**config.mk**
```make
export PLATFORM = sky130hd
export DESIGN_NAME = time_of_day_clock_with_alarms
export DESIGN_NICKNAME = d
export VERILOG_FILES = /design/src/rtl/todc_pkg.sv /design/src/rtl/todc_step.sv /design/src/rtl/todc_alarm.sv /design/src/rtl/time_of_day_clock_with_alarms.sv
export SDC_FILE = /design/constraint.sdc
export NUM_CORES = 1
export LEC_CHECK = 0
export BUFFER_PORTS_ARGS = -buffer_cell sky130_fd_sc_hd__buf_2
export CAP_MARGIN = 20
export CELL_PAD_IN_SITES_DETAIL_PLACEMENT = 0
export CELL_PAD_IN_SITES_GLOBAL_PLACEMENT = 1
export CORE_MARGIN = 1.5
export CORE_UTILIZATION = 24
export CTS_CLUSTER_DIAMETER = 200
export DETAILED_ROUTE_END_ITERATION = 10
export PLACE_DENSITY_LB_ADDON = 0.15
export SKIP_LAST_GASP = 1
export SLEW_MARGIN = 20
export SYNTH_ARGS = -nofsm -noshare
export SYNTH_HDL_FRONTEND = slang
export SYNTH_SLANG_ARGS = --single-unit
```
**constraint.sdc**
```tcl
create_clock -name clk -period 9.1 [get_ports clk]
set_input_delay 1.82 -clock clk [delete_from_list [all_inputs] [get_ports clk]]
set_output_delay 1.82 -clock clk [all_outputs]
set_load 0.1 [all_outputs]
```
**src/rtl/todc_pkg.sv**
```systemverilog
// Shared types and constants for the time-of-day clock with alarm compare.
`timescale 1ns / 1ps

package todc_pkg;

  localparam int SEC_W      = 6;
  localparam int MIN_W      = 6;
  localparam int HOUR_W     = 5;
  localparam int MS_OUT_W   = 10;
  localparam int TOD_W      = 27;
  localparam int ALARM_CNT  = 4;
  localparam int CFG_IDX_W  = 4;
  localparam int CFG_DATA_W = 27;

  localparam int SECONDS_PER_MINUTE = 60;
  localparam int MINUTES_PER_HOUR   = 60;
  localparam int HOURS_PER_DAY      = 24;
  localparam int MS_PER_SECOND      = 1000;
  localparam int MS_PER_MINUTE      = MS_PER_SECOND * SECONDS_PER_MINUTE;
  localparam int MS_PER_HOUR        = MS_PER_MINUTE * MINUTES_PER_HOUR;

  // item kinds on in_tuser
  localparam logic FUNC_TICK     = 1'b0;
  localparam logic FUNC_SET_TIME = 1'b1;

  // configuration register indexes
  localparam logic [CFG_IDX_W-1:0] REG_ALARM_ONE_TIME   = 4'd0;
  localparam logic [CFG_IDX_W-1:0] REG_ALARM_ONE_MS     = 4'd1;
  localparam logic [CFG_IDX_W-1:0] REG_ALARM_TWO_TIME   = 4'd2;
  localparam logic [CFG_IDX_W-1:0] REG_ALARM_TWO_MS     = 4'd3;
  localparam logic [CFG_IDX_W-1:0] REG_ALARM_THREE_TIME = 4'd4;
  localparam logic [CFG_IDX_W-1:0] REG_ALARM_THREE_MS   = 4'd5;
  localparam logic [CFG_IDX_W-1:0] REG_ALARM_FOUR_TIME  = 4'd6;
  localparam logic [CFG_IDX_W-1:0] REG_ALARM_FOUR_MS    = 4'd7;

  typedef struct packed {
    logic [SEC_W-1:0]  set_seconds;
    logic [MIN_W-1:0]  set_minutes;
    logic [HOUR_W-1:0] set_hours;
    logic              hold;
    logic              func;
  } todc_in_t;

  typedef struct packed {
    logic [HOUR_W-1:0] hours;
    logic [MIN_W-1:0]  minutes;
    logic [SEC_W-1:0]  seconds;
  } todc_time_t;

endpackage

```
**src/rtl/todc_step.sv**
```systemverilog
// Input register and the millisecond/second/minute/hour counter cascade.
`timescale 1ns / 1ps

module todc_step #(
  parameter int TICKS_PER_SECOND = 1000
) (
  input  logic                                    clk,
  input  logic                                    rst_n,
  input  logic                                    in_valid,
  output logic                                    in_ready,
  input  todc_pkg::todc_in_t                      in_item,
  output logic                                    step_valid,
  input  logic                                    step_ready,
  output todc_pkg::todc_time_t                    step_time,
  output logic [$clog2(TICKS_PER_SECOND)-1:0]     step_ms,
  output logic                                    step_wrapped
);
  import todc_pkg::*;

  localparam int MS_W = $clog2(TICKS_PER_SECOND);

  logic                 in_valid_r, in_valid_nxt;
  todc_in_t             in_item_r;
  logic                 step_valid_r, step_valid_nxt;
  logic [MS_W-1:0]      ms_r, ms_nxt;
  logic [SEC_W-1:0]     sec_r, sec_nxt;
  logic [MIN_W-1:0]     min_r, min_nxt;
  logic [HOUR_W-1:0]    hour_r, hour_nxt;
  logic                 wrap_r, wrap_nxt;

  logic                 adv_step;
  logic [MS_W:0]        ms_inc;
  logic                 sec_carry;
  logic [SEC_W:0]       sec_sum;
  logic [MIN_W:0]       min_sum;
  logic [HOUR_W:0]      hour_sum;
  logic                 sec_wrap, min_wrap, hour_wrap;

  // the state registers double as the payload of the step stage
  assign adv_step = in_valid_r && (!step_valid_r || step_ready);
  assign in_ready = !in_valid_r || adv_step;

  always_comb begin
    ms_inc    = {1'b0, ms_r} + (MS_W + 1)'(1);
    sec_carry = (ms_inc >= (MS_W + 1)'(TICKS_PER_SECOND));
    sec_sum   = {1'b0, sec_r} + (SEC_W + 1)'(sec_carry);
    sec_wrap  = (sec_sum >= (SEC_W + 1)'(SECONDS_PER_MINUTE));
    min_sum   = {1'b0, min_r} + (MIN_W + 1)'(sec_wrap);
    min_wrap  = (min_sum >= (MIN_W + 1)'(MINUTES_PER_HOUR));
    hour_sum  = {1'b0, hour_r} + (HOUR_W + 1)'(min_wrap);
    hour_wrap = (hour_sum >= (HOUR_W + 1)'(HOURS_PER_DAY));

    ms_nxt   = ms_r;
    sec_nxt  = sec_r;
    min_nxt  = min_r;
    hour_nxt = hour_r;
    wrap_nxt = wrap_r;
    if (adv_step) begin
      wrap_nxt = 1'b0;
      if (in_item_r.func == FUNC_SET_TIME) begin
        ms_nxt   = '0;
        sec_nxt  = in_item_r.set_seconds;
        min_nxt  = in_item_r.set_minutes;
        hour_nxt = in_item_r.set_hours;
      end else begin
        ms_nxt = sec_carry ? '0 : ms_inc[MS_W-1:0];
        // hold freezes the cascade, milliseconds still roll over
        if (!in_item_r.hold) begin
          sec_nxt  = sec_wrap  ? '0 : sec_sum[SEC_W-1:0];
          min_nxt  = min_wrap  ? '0 : min_sum[MIN_W-1:0];
          hour_nxt = hour_wrap ? '0 : hour_sum[HOUR_W-1:0];
          wrap_nxt = hour_wrap;
        end
      end
    end

    if (adv_step) begin
      step_valid_nxt = 1'b1;
    end else if (step_ready) begin
      step_valid_nxt = 1'b0;
    end else begin
      step_valid_nxt = step_valid_r;
    end

    if (in_ready) begin
      in_valid_nxt = in_valid;
    end else begin
      in_valid_nxt = in_valid_r;
    end
  end

  always_ff @(posedge clk) begin
    if (!rst_n) begin
      in_valid_r   <= 1'b0;
      step_valid_r <= 1'b0;
      ms_r         <= '0;
      sec_r        <= '0;
      min_r        <= '0;
      hour_r       <= '0;
    end else begin
      in_valid_r   <= in_valid_nxt;
      step_valid_r <= step_valid_nxt;
      ms_r         <= ms_nxt;
      sec_r        <= sec_nxt;
      min_r        <= min_nxt;
      hour_r       <= hour_nxt;
    end
  end

  always_ff @(posedge clk) begin
    if (in_ready && in_valid) begin
      in_item_r <= in_item;
    end
    wrap_r <= wrap_nxt;
  end

  assign step_valid         = step_valid_r;
  assign step_time.hours    = hour_r;
  assign step_time.minutes  = min_r;
  assign step_time.seconds  = sec_r;
  assign step_ms            = ms_r;
  assign step_wrapped       = wrap_r;

  a_ms_in_range: assert property (@(posedge clk) disable iff (!rst_n)
    (MS_W + 1)'(ms_r) < (MS_W + 1)'(TICKS_PER_SECOND))
    else $error("millisecond count reached the tick limit");

  a_wrap_means_midnight: assert property (@(posedge clk) disable iff (!rst_n)
    step_valid_r && wrap_r |-> hour_r == '0)
    else $error("day wrap flagged with nonzero hours");

  a_hold_freezes: assert property (@(posedge clk) disable iff (!rst_n)
    adv_step && in_item_r.func == FUNC_TICK && in_item_r.hold
    |=> hour_r == $past(hour_r) && min_r == $past(min_r) && sec_r == $past(sec_r) && !wrap_r)
    else $error("held tick moved the time of day");

endmodule

```
**src/rtl/todc_alarm.sv**
```systemverilog
// Alarm registers, time-of-day compare and the result register.
`timescale 1ns / 1ps

module todc_alarm #(
  parameter int TICKS_PER_SECOND = 1000
) (
  input  logic                                    clk,
  input  logic                                    rst_n,
  input  logic                                    cfg_wr,
  input  logic [todc_pkg::CFG_IDX_W-1:0]          cfg_index,
  input  logic [todc_pkg::CFG_DATA_W-1:0]         cfg_data,
  input  logic                                    step_valid,
  output logic                                    step_ready,
  input  todc_pkg::todc_time_t                    step_time,
  input  logic [$clog2(TICKS_PER_SECOND)-1:0]     step_ms,
  input  logic                                    step_wrapped,
  output logic                                    out_valid,
  input  logic                                    out_ready,
  output logic [todc_pkg::ALARM_CNT-1:0]          out_hits,
  output logic                                    out_wrapped,
  output logic [todc_pkg::MS_OUT_W-1:0]           out_ms,
  output todc_pkg::todc_time_t                    out_time
);
  import todc_pkg::*;

  localparam int MS_W  = $clog2(TICKS_PER_SECOND);
  localparam int CMP_W = (MS_W > MS_OUT_W) ? MS_W : MS_OUT_W;

  logic [TOD_W-1:0]    alarm_time_r [ALARM_CNT];
  logic [MS_OUT_W-1:0] alarm_ms_r   [ALARM_CNT];

  logic                out_valid_r, out_valid_nxt;
  logic [ALARM_CNT-1:0] hits_r, hits_nxt;
  logic                wrapped_r;
  logic [MS_OUT_W-1:0] ms_r;
  todc_time_t          time_r;

  logic [TOD_W-1:0]    tod;
  logic [CMP_W-1:0]    ms_ext;
  logic                load;

  assign step_ready = !out_valid_r || out_ready;
  assign load       = step_valid && step_ready;

  // whole-second time of day in ms; fits 27 bits even for out-of-range counts
  always_comb begin
    tod = TOD_W'(step_time.hours) * TOD_W'(MS_PER_HOUR)
        + TOD_W'(step_time.minutes) * TOD_W'(MS_PER_MINUTE)
        + TOD_W'(step_time.seconds) * TOD_W'(MS_PER_SECOND);
    ms_ext = CMP_W'(step_ms);
    for (int i = 0; i < ALARM_CNT; i++) begin
      hits_nxt[i] = (tod == alarm_time_r[i]) && (ms_ext == CMP_W'(alarm_ms_r[i]));
    end

    if (load) begin
      out_valid_nxt = 1'b1;
    end else if (out_ready) begin
      out_valid_nxt = 1'b0;
    end else begin
      out_valid_nxt = out_valid_r;
    end
  end

  always_ff @(posedge clk) begin
    if (!rst_n) begin
      for (int i = 0; i < ALARM_CNT; i++) begin
        alarm_time_r[i] <= '0;
        alarm_ms_r[i]   <= '0;
      end
    end else if (cfg_wr) begin
      case (cfg_index)
        REG_ALARM_ONE_TIME:   alarm_time_r[0] <= cfg_data[TOD_W-1:0];
        REG_ALARM_ONE_MS:     alarm_ms_r[0]   <= cfg_data[MS_OUT_W-1:0];
        REG_ALARM_TWO_TIME:   alarm_time_r[1] <= cfg_data[TOD_W-1:0];
        REG_ALARM_TWO_MS:     alarm_ms_r[1]   <= cfg_data[MS_OUT_W-1:0];
        REG_ALARM_THREE_TIME: alarm_time_r[2] <= cfg_data[TOD_W-1:0];
        REG_ALARM_THREE_MS:   alarm_ms_r[2]   <= cfg_data[MS_OUT_W-1:0];
        REG_ALARM_FOUR_TIME:  alarm_time_r[3] <= cfg_data[TOD_W-1:0];
        REG_ALARM_FOUR_MS:    alarm_ms_r[3]   <= cfg_data[MS_OUT_W-1:0];
        default: ;
      endcase
    end
  end

  always_ff @(posedge clk) begin
    if (!rst_n) begin
      out_valid_r <= 1'b0;
    end else begin
      out_valid_r <= out_valid_nxt;
    end
  end

  always_ff @(posedge clk) begin
    if (load) begin
      hits_r    <= hits_nxt;
      wrapped_r <= step_wrapped;
      ms_r      <= ms_ext[MS_OUT_W-1:0];
      time_r    <= step_time;
    end
  end

  assign out_valid   = out_valid_r;
  assign out_hits    = hits_r;
  assign out_wrapped = wrapped_r;
  assign out_ms      = ms_r;
  assign out_time    = time_r;

  // a hit must agree with the alarm's ms register on the shown bits
  for (genvar g = 0; g < ALARM_CNT; g++) begin : g_hit_chk
    a_hit_ms: assert property (@(posedge clk) disable iff (!rst_n)
      out_valid_r && hits_r[g] |-> ms_r == alarm_ms_r[g])
      else $error("alarm hit without matching millisecond");
  end

endmodule

```
**src/rtl/time_of_day_clock_with_alarms.sv**
```systemverilog
// Top level: time-of-day clock with four alarm compares on stream ports.
//
//  channel | ports                    | payload
//  --------+--------------------------+----------------------------------------------
//  in      | in_tvalid/in_tready      | tuser func; tdata hold, hours, minutes, seconds
//  out     | out_tvalid/out_tready    | tdata hits, day_wrapped, ms, sec, min, hours
//  cfg     | cfg_valid/cfg_ready      | cfg_index 0..7 alarm regs, higher ignored
//
// One item per cycle sustained while out_tready stays high; an accepted item passes
// the input register, then the counter step registers, then the alarm compare /
// result register before out_tvalid rises.
// The counter cascade updates the time state as an item leaves the input register.
// Reset is synchronous: counts and alarm registers clear to zero, nothing is pending.
// out_tready low stalls each stage only when the stage ahead of it is full.
// cfg_ready is always high; write alarms only while no item is in flight.
`timescale 1ns / 1ps

module time_of_day_clock_with_alarms #(
  parameter int TICKS_PER_SECOND = 1000
) (
  input  logic                                clk,
  input  logic                                rst_n,
  input  logic                                in_tvalid,
  output logic                                in_tready,
  input  logic [23:0]                         in_tdata,   // hold, set_hours, set_minutes, set_seconds
  input  logic                                in_tuser,   // func
  output logic                                out_tvalid,
  input  logic                                out_tready,
  output logic [31:0]                         out_tdata,  // alarm_hits, day_wrapped, now_ms,
                                                          // now_seconds, now_minutes, now_hours
  input  logic                                cfg_valid,
  output logic                                cfg_ready,
  input  logic [todc_pkg::CFG_IDX_W-1:0]      cfg_index,
  input  logic [todc_pkg::CFG_DATA_W-1:0]     cfg_data
);
  import todc_pkg::*;

  localparam int MS_W = $clog2(TICKS_PER_SECOND);

  todc_in_t             in_item;
  logic                 step_valid, step_ready, step_wrapped;
  todc_time_t           step_time;
  logic [MS_W-1:0]      step_ms;
  logic [ALARM_CNT-1:0] out_hits;
  logic                 out_wrapped;
  logic [MS_OUT_W-1:0]  out_ms;
  todc_time_t           out_time;

  assign in_item.func        = in_tuser;
  assign in_item.hold        = in_tdata[0];
  assign in_item.set_hours   = in_tdata[5:1];
  assign in_item.set_minutes = in_tdata[11:6];
  assign in_item.set_seconds = in_tdata[17:12];

  assign cfg_ready = 1'b1;

  todc_step #(
    .TICKS_PER_SECOND(TICKS_PER_SECOND)
  ) u_step (
    .clk          (clk),
    .rst_n        (rst_n),
    .in_valid     (in_tvalid),
    .in_ready     (in_tready),
    .in_item      (in_item),
    .step_valid   (step_valid),
    .step_ready   (step_ready),
    .step_time    (step_time),
    .step_ms      (step_ms),
    .step_wrapped (step_wrapped)
  );

  todc_alarm #(
    .TICKS_PER_SECOND(TICKS_PER_SECOND)
  ) u_alarm (
    .clk          (clk),
    .rst_n        (rst_n),
    .cfg_wr       (cfg_valid && cfg_ready),
    .cfg_index    (cfg_index),
    .cfg_data     (cfg_data),
    .step_valid   (step_valid),
    .step_ready   (step_ready),
    .step_time    (step_time),
    .step_ms      (step_ms),
    .step_wrapped (step_wrapped),
    .out_valid    (out_tvalid),
    .out_ready    (out_tready),
    .out_hits     (out_hits),
    .out_wrapped  (out_wrapped),
    .out_ms       (out_ms),
    .out_time     (out_time)
  );

  assign out_tdata = {out_time.hours, out_time.minutes, out_time.seconds,
                      out_ms, out_wrapped, out_hits};

endmodule
```
* Word level (Yosys, flattened, before mapping)
Memory sizes are Yosys's and may differ from the RTL's. Cells that the tools add are included.
Word-level totals: output and inout port bits 35, word-level logic and storage cells 132, flip-flop bits (word level) 82, bits of input ports 61, memories kept 2, memory bits (writable) 148
Operators by class: multiplexer cells 56, magnitude comparators 4, bitwise gates (word level) 8, equal/unequal tests 16, multipliers 3, add/subtract/negate cells 6, reduce and logical (&&, ||, !) cells 18
Memory list:
- u_alarm.alarm_time_r | depth 4, width 27, rd ports 4, clocked after Yosys merged registers in 0, wr ports 4, RTL line todc_alarm.sv:29 | logic [TOD_W-1:0] alarm_time_r [ALARM_CNT];
- u_alarm.alarm_ms_r | depth 4, width 10, rd ports 4, clocked after Yosys merged registers in 0, wr ports 4, RTL line todc_alarm.sv:30 | logic [MS_OUT_W-1:0] alarm_ms_r [ALARM_CNT];
Operators with widths (count):
- 27-bit equality test | 4
- 27-bit 2-to-1 mux | 4
- 10-bit 2-to-1 mux | 6
- 10-bit equality test | 4
- 1-bit 2-to-1 mux | 37
- 6-bit 2-to-1 mux | 6
- 27-bit by 16-bit adder with 27-bit output | 1
- 27-bit by 22-bit adder with 27-bit output | 1
- 5-bit by 15-bit multiplier with 20-bit output (second input constant) | 1
- 6-bit by 11-bit multiplier with 17-bit output (second input constant) | 1
- 4-bit by 3-bit equality test with 1-bit output (second input constant) | 4
- 5-bit 2-to-1 mux | 3
- 6-bit by 1-bit adder with 7-bit output | 2
- 7-bit by 6-bit >= comparator with 1-bit output (second input constant) | 2
- 6-bit by 7-bit multiplier with 13-bit output (second input constant) | 1
- 10-bit by 1-bit adder with 11-bit output (second input constant) | 1
- 11-bit by 10-bit >= comparator with 1-bit output (second input constant) | 1
- 4-bit by 2-bit equality test with 1-bit output (second input constant) | 2
- 1-bit bitwise OR | 8
- 1-bit logical AND | 7
- 5-bit by 1-bit adder with 6-bit output | 1
- 6-bit by 5-bit >= comparator with 1-bit output (second input constant) | 1
- 4-bit by 1-bit equality test with 1-bit output (second input constant) | 1
- 4-bit zero test | 1
- other kinds (6) | 11

* Longest topological paths before layout
depth in word-level cells 11, mapped depth 30, gate-level depth less buffers 30

* By module
From an unflattened synthesis, not the netlist that was laid out.
Second synthesis, totals: cells, all modules 1461, area total of the unflattened synthesis 15772.6 sq um
Modules (own cells, without submodules):
- todc_alarm | area an instance 13286.5 sq um, sequential area each 5425.2 sq um, cells each 1191, times used 1
- todc_step | area an instance 2467.4 sq um, sequential area each 1181.1 sq um, cells each 267, times used 1
- time_of_day_clock_with_alarms | area an instance 18.8 sq um, sequential area each 0.0 sq um, cells each 3, times used 1

* Worst setup path after synthesis
OpenSTA, ideal clock, no wires.
path type register to register, start reg u_step.sec_r[2], end reg u_alarm.hits_r[1] (netlist: u_alarm.out_hits[1]) (data pin), setup time 256 ps, slack 2399 ps, stages on the path, launching flop included 29, clock period less this slack 6701 ps, data required time 8844 ps, arrival time 6445 ps, path buffers 1, cells stage by stage dfxtp_1 -> fa_1 -> fa_1 -> inv_1 -> fa_1 -> inv_1 -> ha_1 -> nor2b_1 -> o21ai_0 -> a21oi_1 -> o21ai_0 -> nand2b_1 -> a21o_1 -> a21oi_1 -> xnor2_1 -> fa_1 -> inv_1 -> ha_1 -> buf_2 -> nand3_1 -> a2111o_1 -> nand2_1 -> o41ai_2 -> or3_1 -> a21o_2 -> nor3b_1 -> xor2_1 -> xor2_1 -> nor4_1
Between the ends: word-level cells in the longest chain between the ends 4
Ends and longest elaborated chain:
- from (decl) | RTL line todc_step.sv:26 | logic [SEC_W-1:0] sec_r, sec_nxt;
- from (signal assigned) | RTL line todc_step.sv:104 | sec_r <= sec_nxt;
- 6-bit by 7-bit multiplier with 13-bit output | RTL line todc_alarm.sv:49 | + TOD_W'(step_time.seconds) * TOD_W'(MS_PER_SECOND);
- 27-bit by 16-bit adder with 27-bit output | RTL line todc_alarm.sv:49
- 27-bit equality test | RTL line todc_alarm.sv:52 | hits_nxt[i] = (tod == alarm_time_r[i]) && (ms_ext == CMP_W'(alarm_ms_r[i]));
- 1-bit logical AND | RTL line todc_alarm.sv:52
- net u_alarm.hits_nxt[1] | RTL line todc_alarm.sv:33 | logic [ALARM_CNT-1:0] hits_r, hits_nxt;
- to (signal assigned) | RTL line todc_alarm.sv:95 | hits_r <= hits_nxt;
- to (decl) | RTL line todc_alarm.sv:33
The timed path passes the listed nets, and every way through them passes these cells. A chain may end at the register's enable or synchronous reset.

* Worst setup path after layout
start reg u_step.sec_r[1], end reg u_alarm.hits_r[1] (netlist: u_alarm.out_hits[1]) (data pin)
The elaborated chain is that of the path after synthesis.

==> results.toml <==
[outcome]
status = "finished, final reports clean"

[floorplan]
fp.dieH_um = 260
die_w_um = 260
num_rows = 93
core_sq_mm = 0.0647
start_util = 0.244
num_io_pins = 96
dieArea_sq_mm = 0.0674

[power]
ir_worst_vdd_mv = 0.132
p_leak_uw = 0.00751
p_per_area_mw_per_mm2 = 202

[sta]
fin_crit_sh = 0.895
hold_viol_final = 0
period_needed_ps = 8140
timing.fmax_mhz = 123
setup_ws_ps = 960
clock_skew_ps = 15.4
drv_slew = 0
tns_ps = 0
tightest_slew_ps = 941
rsz0062_at_grt = "false"
slew_headroom = 0.364
setup_viol = 0

[yosys]
async_reset_ff_frac = 0
synth_flop_cell = "edfxtp_1"
yosysUniqueCellTypes = 82
syn_nets = 1709
synthMuxAreaShare = 0.00658
synth-simple-area-share = 0.156
synth_seq_cells = 230
synth_edf_count = 200
synth-compound-area-share = 0.111
syn_area_sq_mm = 0.0158
seq_area_frac_synth = 0.418
synth_top_family_by_area = "adder cells"
synth_xor_area_frac = 0.106
yosys.area_share.adder = 0.161
synth_area_per_cell_sq_um = 10.7
ys.warnings.count = 0
syn_inst = 1473

[final_layout]
mostFrequentLayoutCell = "edfxtp_1"
antenna_cells = 0
fillers = 6869
syn_to_final_growth_pct = 16.0
final_layout_size_suffix_gt1_frac = 0.118
finalNetCount = 1813
stdcell_area_sq_mm = 0.0183
mostFrequentLayoutCells = "edfxtp_1 (200), and2_1 (154), ha_1 (128)"

[setup_path]
r2r_setup_slack_ps = 960
required_ps = 9480
slowest_stage = "a2111oi_0"
arrival_ps = 8520
cp_max_fo = 10
critPathLaunchType = "flop"
max_stage_delay_ps = 720
critPathKind = "flop to flop"
cp-end-kind = "flop"

[placement]
port_buffers = 88
place_hpwl_um = 34100
dpl_cell_area_sq_mm = 0.0174
gp_congestion = 0.779
pre_cts_ws_ps = 731

[grt]
grt_max_degree = 41
grtUsageTotal = 0.138
overflow = 0
grt_pass1_wl_um = 70800
grt_pass1_vias = 11200
antenna_found_initial = 1

[routing]
dr.pass1.iters = 5
viasPerCell = 4.44
drc = 0
drt_iter0_drc = 610
dr_total_vias = 10900
ant_nets = 0
wl_per_cell_um = 18.7
wl_um = 46000

[clocking]
cts_tree = "yes"
clockBufferDepth = 3
clock_sinks = 230
insertion_delay_ps = 600
cts_buffers = 29
htree_levels = 1
cts-root-buf = "clkbuf_16"
clk_pin_slew_ps = 60

[run]
drv_cap = 0

[min_path]
hold_class = "flop to flop"
sequential cells by signal (all words and copies together), names as in the netlist:
register              cells
u_step.step_valid         1
u_alarm.out_ms           10
u_step.in_valid_r         1
u_step.step_ms           10
u_alarm.out_hits          4
u_step.min_r              6
u_alarm.alarm_ms_r       40
u_alarm.out_time         17
u_step.in_item_r         19
u_step.step_wrapped       1
u_alarm.out_valid         1
u_alarm.out_wrapped       1
u_step.sec_r              6
u_alarm.alarm_time_r    108
u_step.hour_r             5
worst max-delay path: cells and delay by family, from the launching register on:
family                   cells  cell delay [ps]
flip-flops                   1              300
XOR/XNOR                     1              170
adder cells (fa/ha/maj)      6             2910
AO/OA/AOI/OAI                9             2180
buffers and inverters        4              380
AND/OR/NAND/NOR              8             1980
layer usage:
layer,vias to the layer above,GRT usage,routed length [um]
li1,5419,-,-
met1,5321,0.192,22400
met2,127,0.228,21500
met3,33,0.0193,1570
met4,0,0.0249,539
met5,-,0,0
through the flow:
stage	total power, uW	hold slack, ps	utilization	cells
floorplan	2230	400	-	1473
global placement	2600	410	0.268	2400
detailed placement	2590	413	0.268	2400
global route	3940	462	0.283	2455
CTS	3760	459	0.283	2454
finish	3700	452	0.283	2455
cell type report:
type,count,area [sq um],share of cell area
clock buffer,45,836,0.0456
clock inverter,9,96.3,0.00526
inverter,120,450,0.0246
multi-input combinational,1077,8580,0.469
sequential,230,6610,0.361
tap,855,1070,0.0584
timing repair buffer,119,673,0.0368
power breakdown:
part	switching, uW	internal, uW	leakage (uW)	total, uW
Clock	476	661	0.000449	1140
Combinational	845	475	0.00491	1320
Sequential	32.8	1200	0.00216	1240
Total	1350	2340	0.00751	3700
timing repair:
action,4_1_cts,5_1_grt
hold buffers,0,0
setup buffers,0,0
resized for setup,0,1
endpoints found under the setup margin,0,1
cell usage after synthesis, types with 18 or more instances:
| cell | count | area [sq um] |
|---|---|---|
| a21o_1 | 18 | 135 |
| and2_1 | 154 | 963 |
| nand4_1 | 19 | 119 |
| inv_1 | 119 | 447 |
| fa_1 | 47 | 941 |
| nor4_1 | 19 | 119 |
| nor2_1 | 77 | 289 |
| a21oi_1 | 67 | 335 |
| o21ai_0 | 52 | 260 |
| xor2_1 | 90 | 788 |
| ha_1 | 128 | 1600 |
| clkbuf_1 | 36 | 135 |
| nand2_1 | 54 | 203 |
| edfxtp_1 | 200 | 6010 |
| nand3_1 | 28 | 140 |
| xnor2_1 | 97 | 850 |
| dfxtp_1 | 30 | 601 |
final timing paths:
kind / startpoint / to / cells after the start
setup / recovery: u_step.sec_r[1] / u_alarm.out_hits[1] / 28
hold / removal: u_step.step_wrapped / u_alarm.out_wrapped / 0
setup reg to reg: u_step.sec_r[1] / u_alarm.out_hits[1] / 28
hold reg to reg: u_step.step_wrapped / u_alarm.out_wrapped / 0
kinds of logic after synthesis:
family	count (synthesis)
xor+xnor	189
flops	230
fa+ha+maj	175
mux	10
simple gates	447
buf+inv	166
other cells	1
compound gates	255
Note: power is estimated with default switching activity, not from simulation.
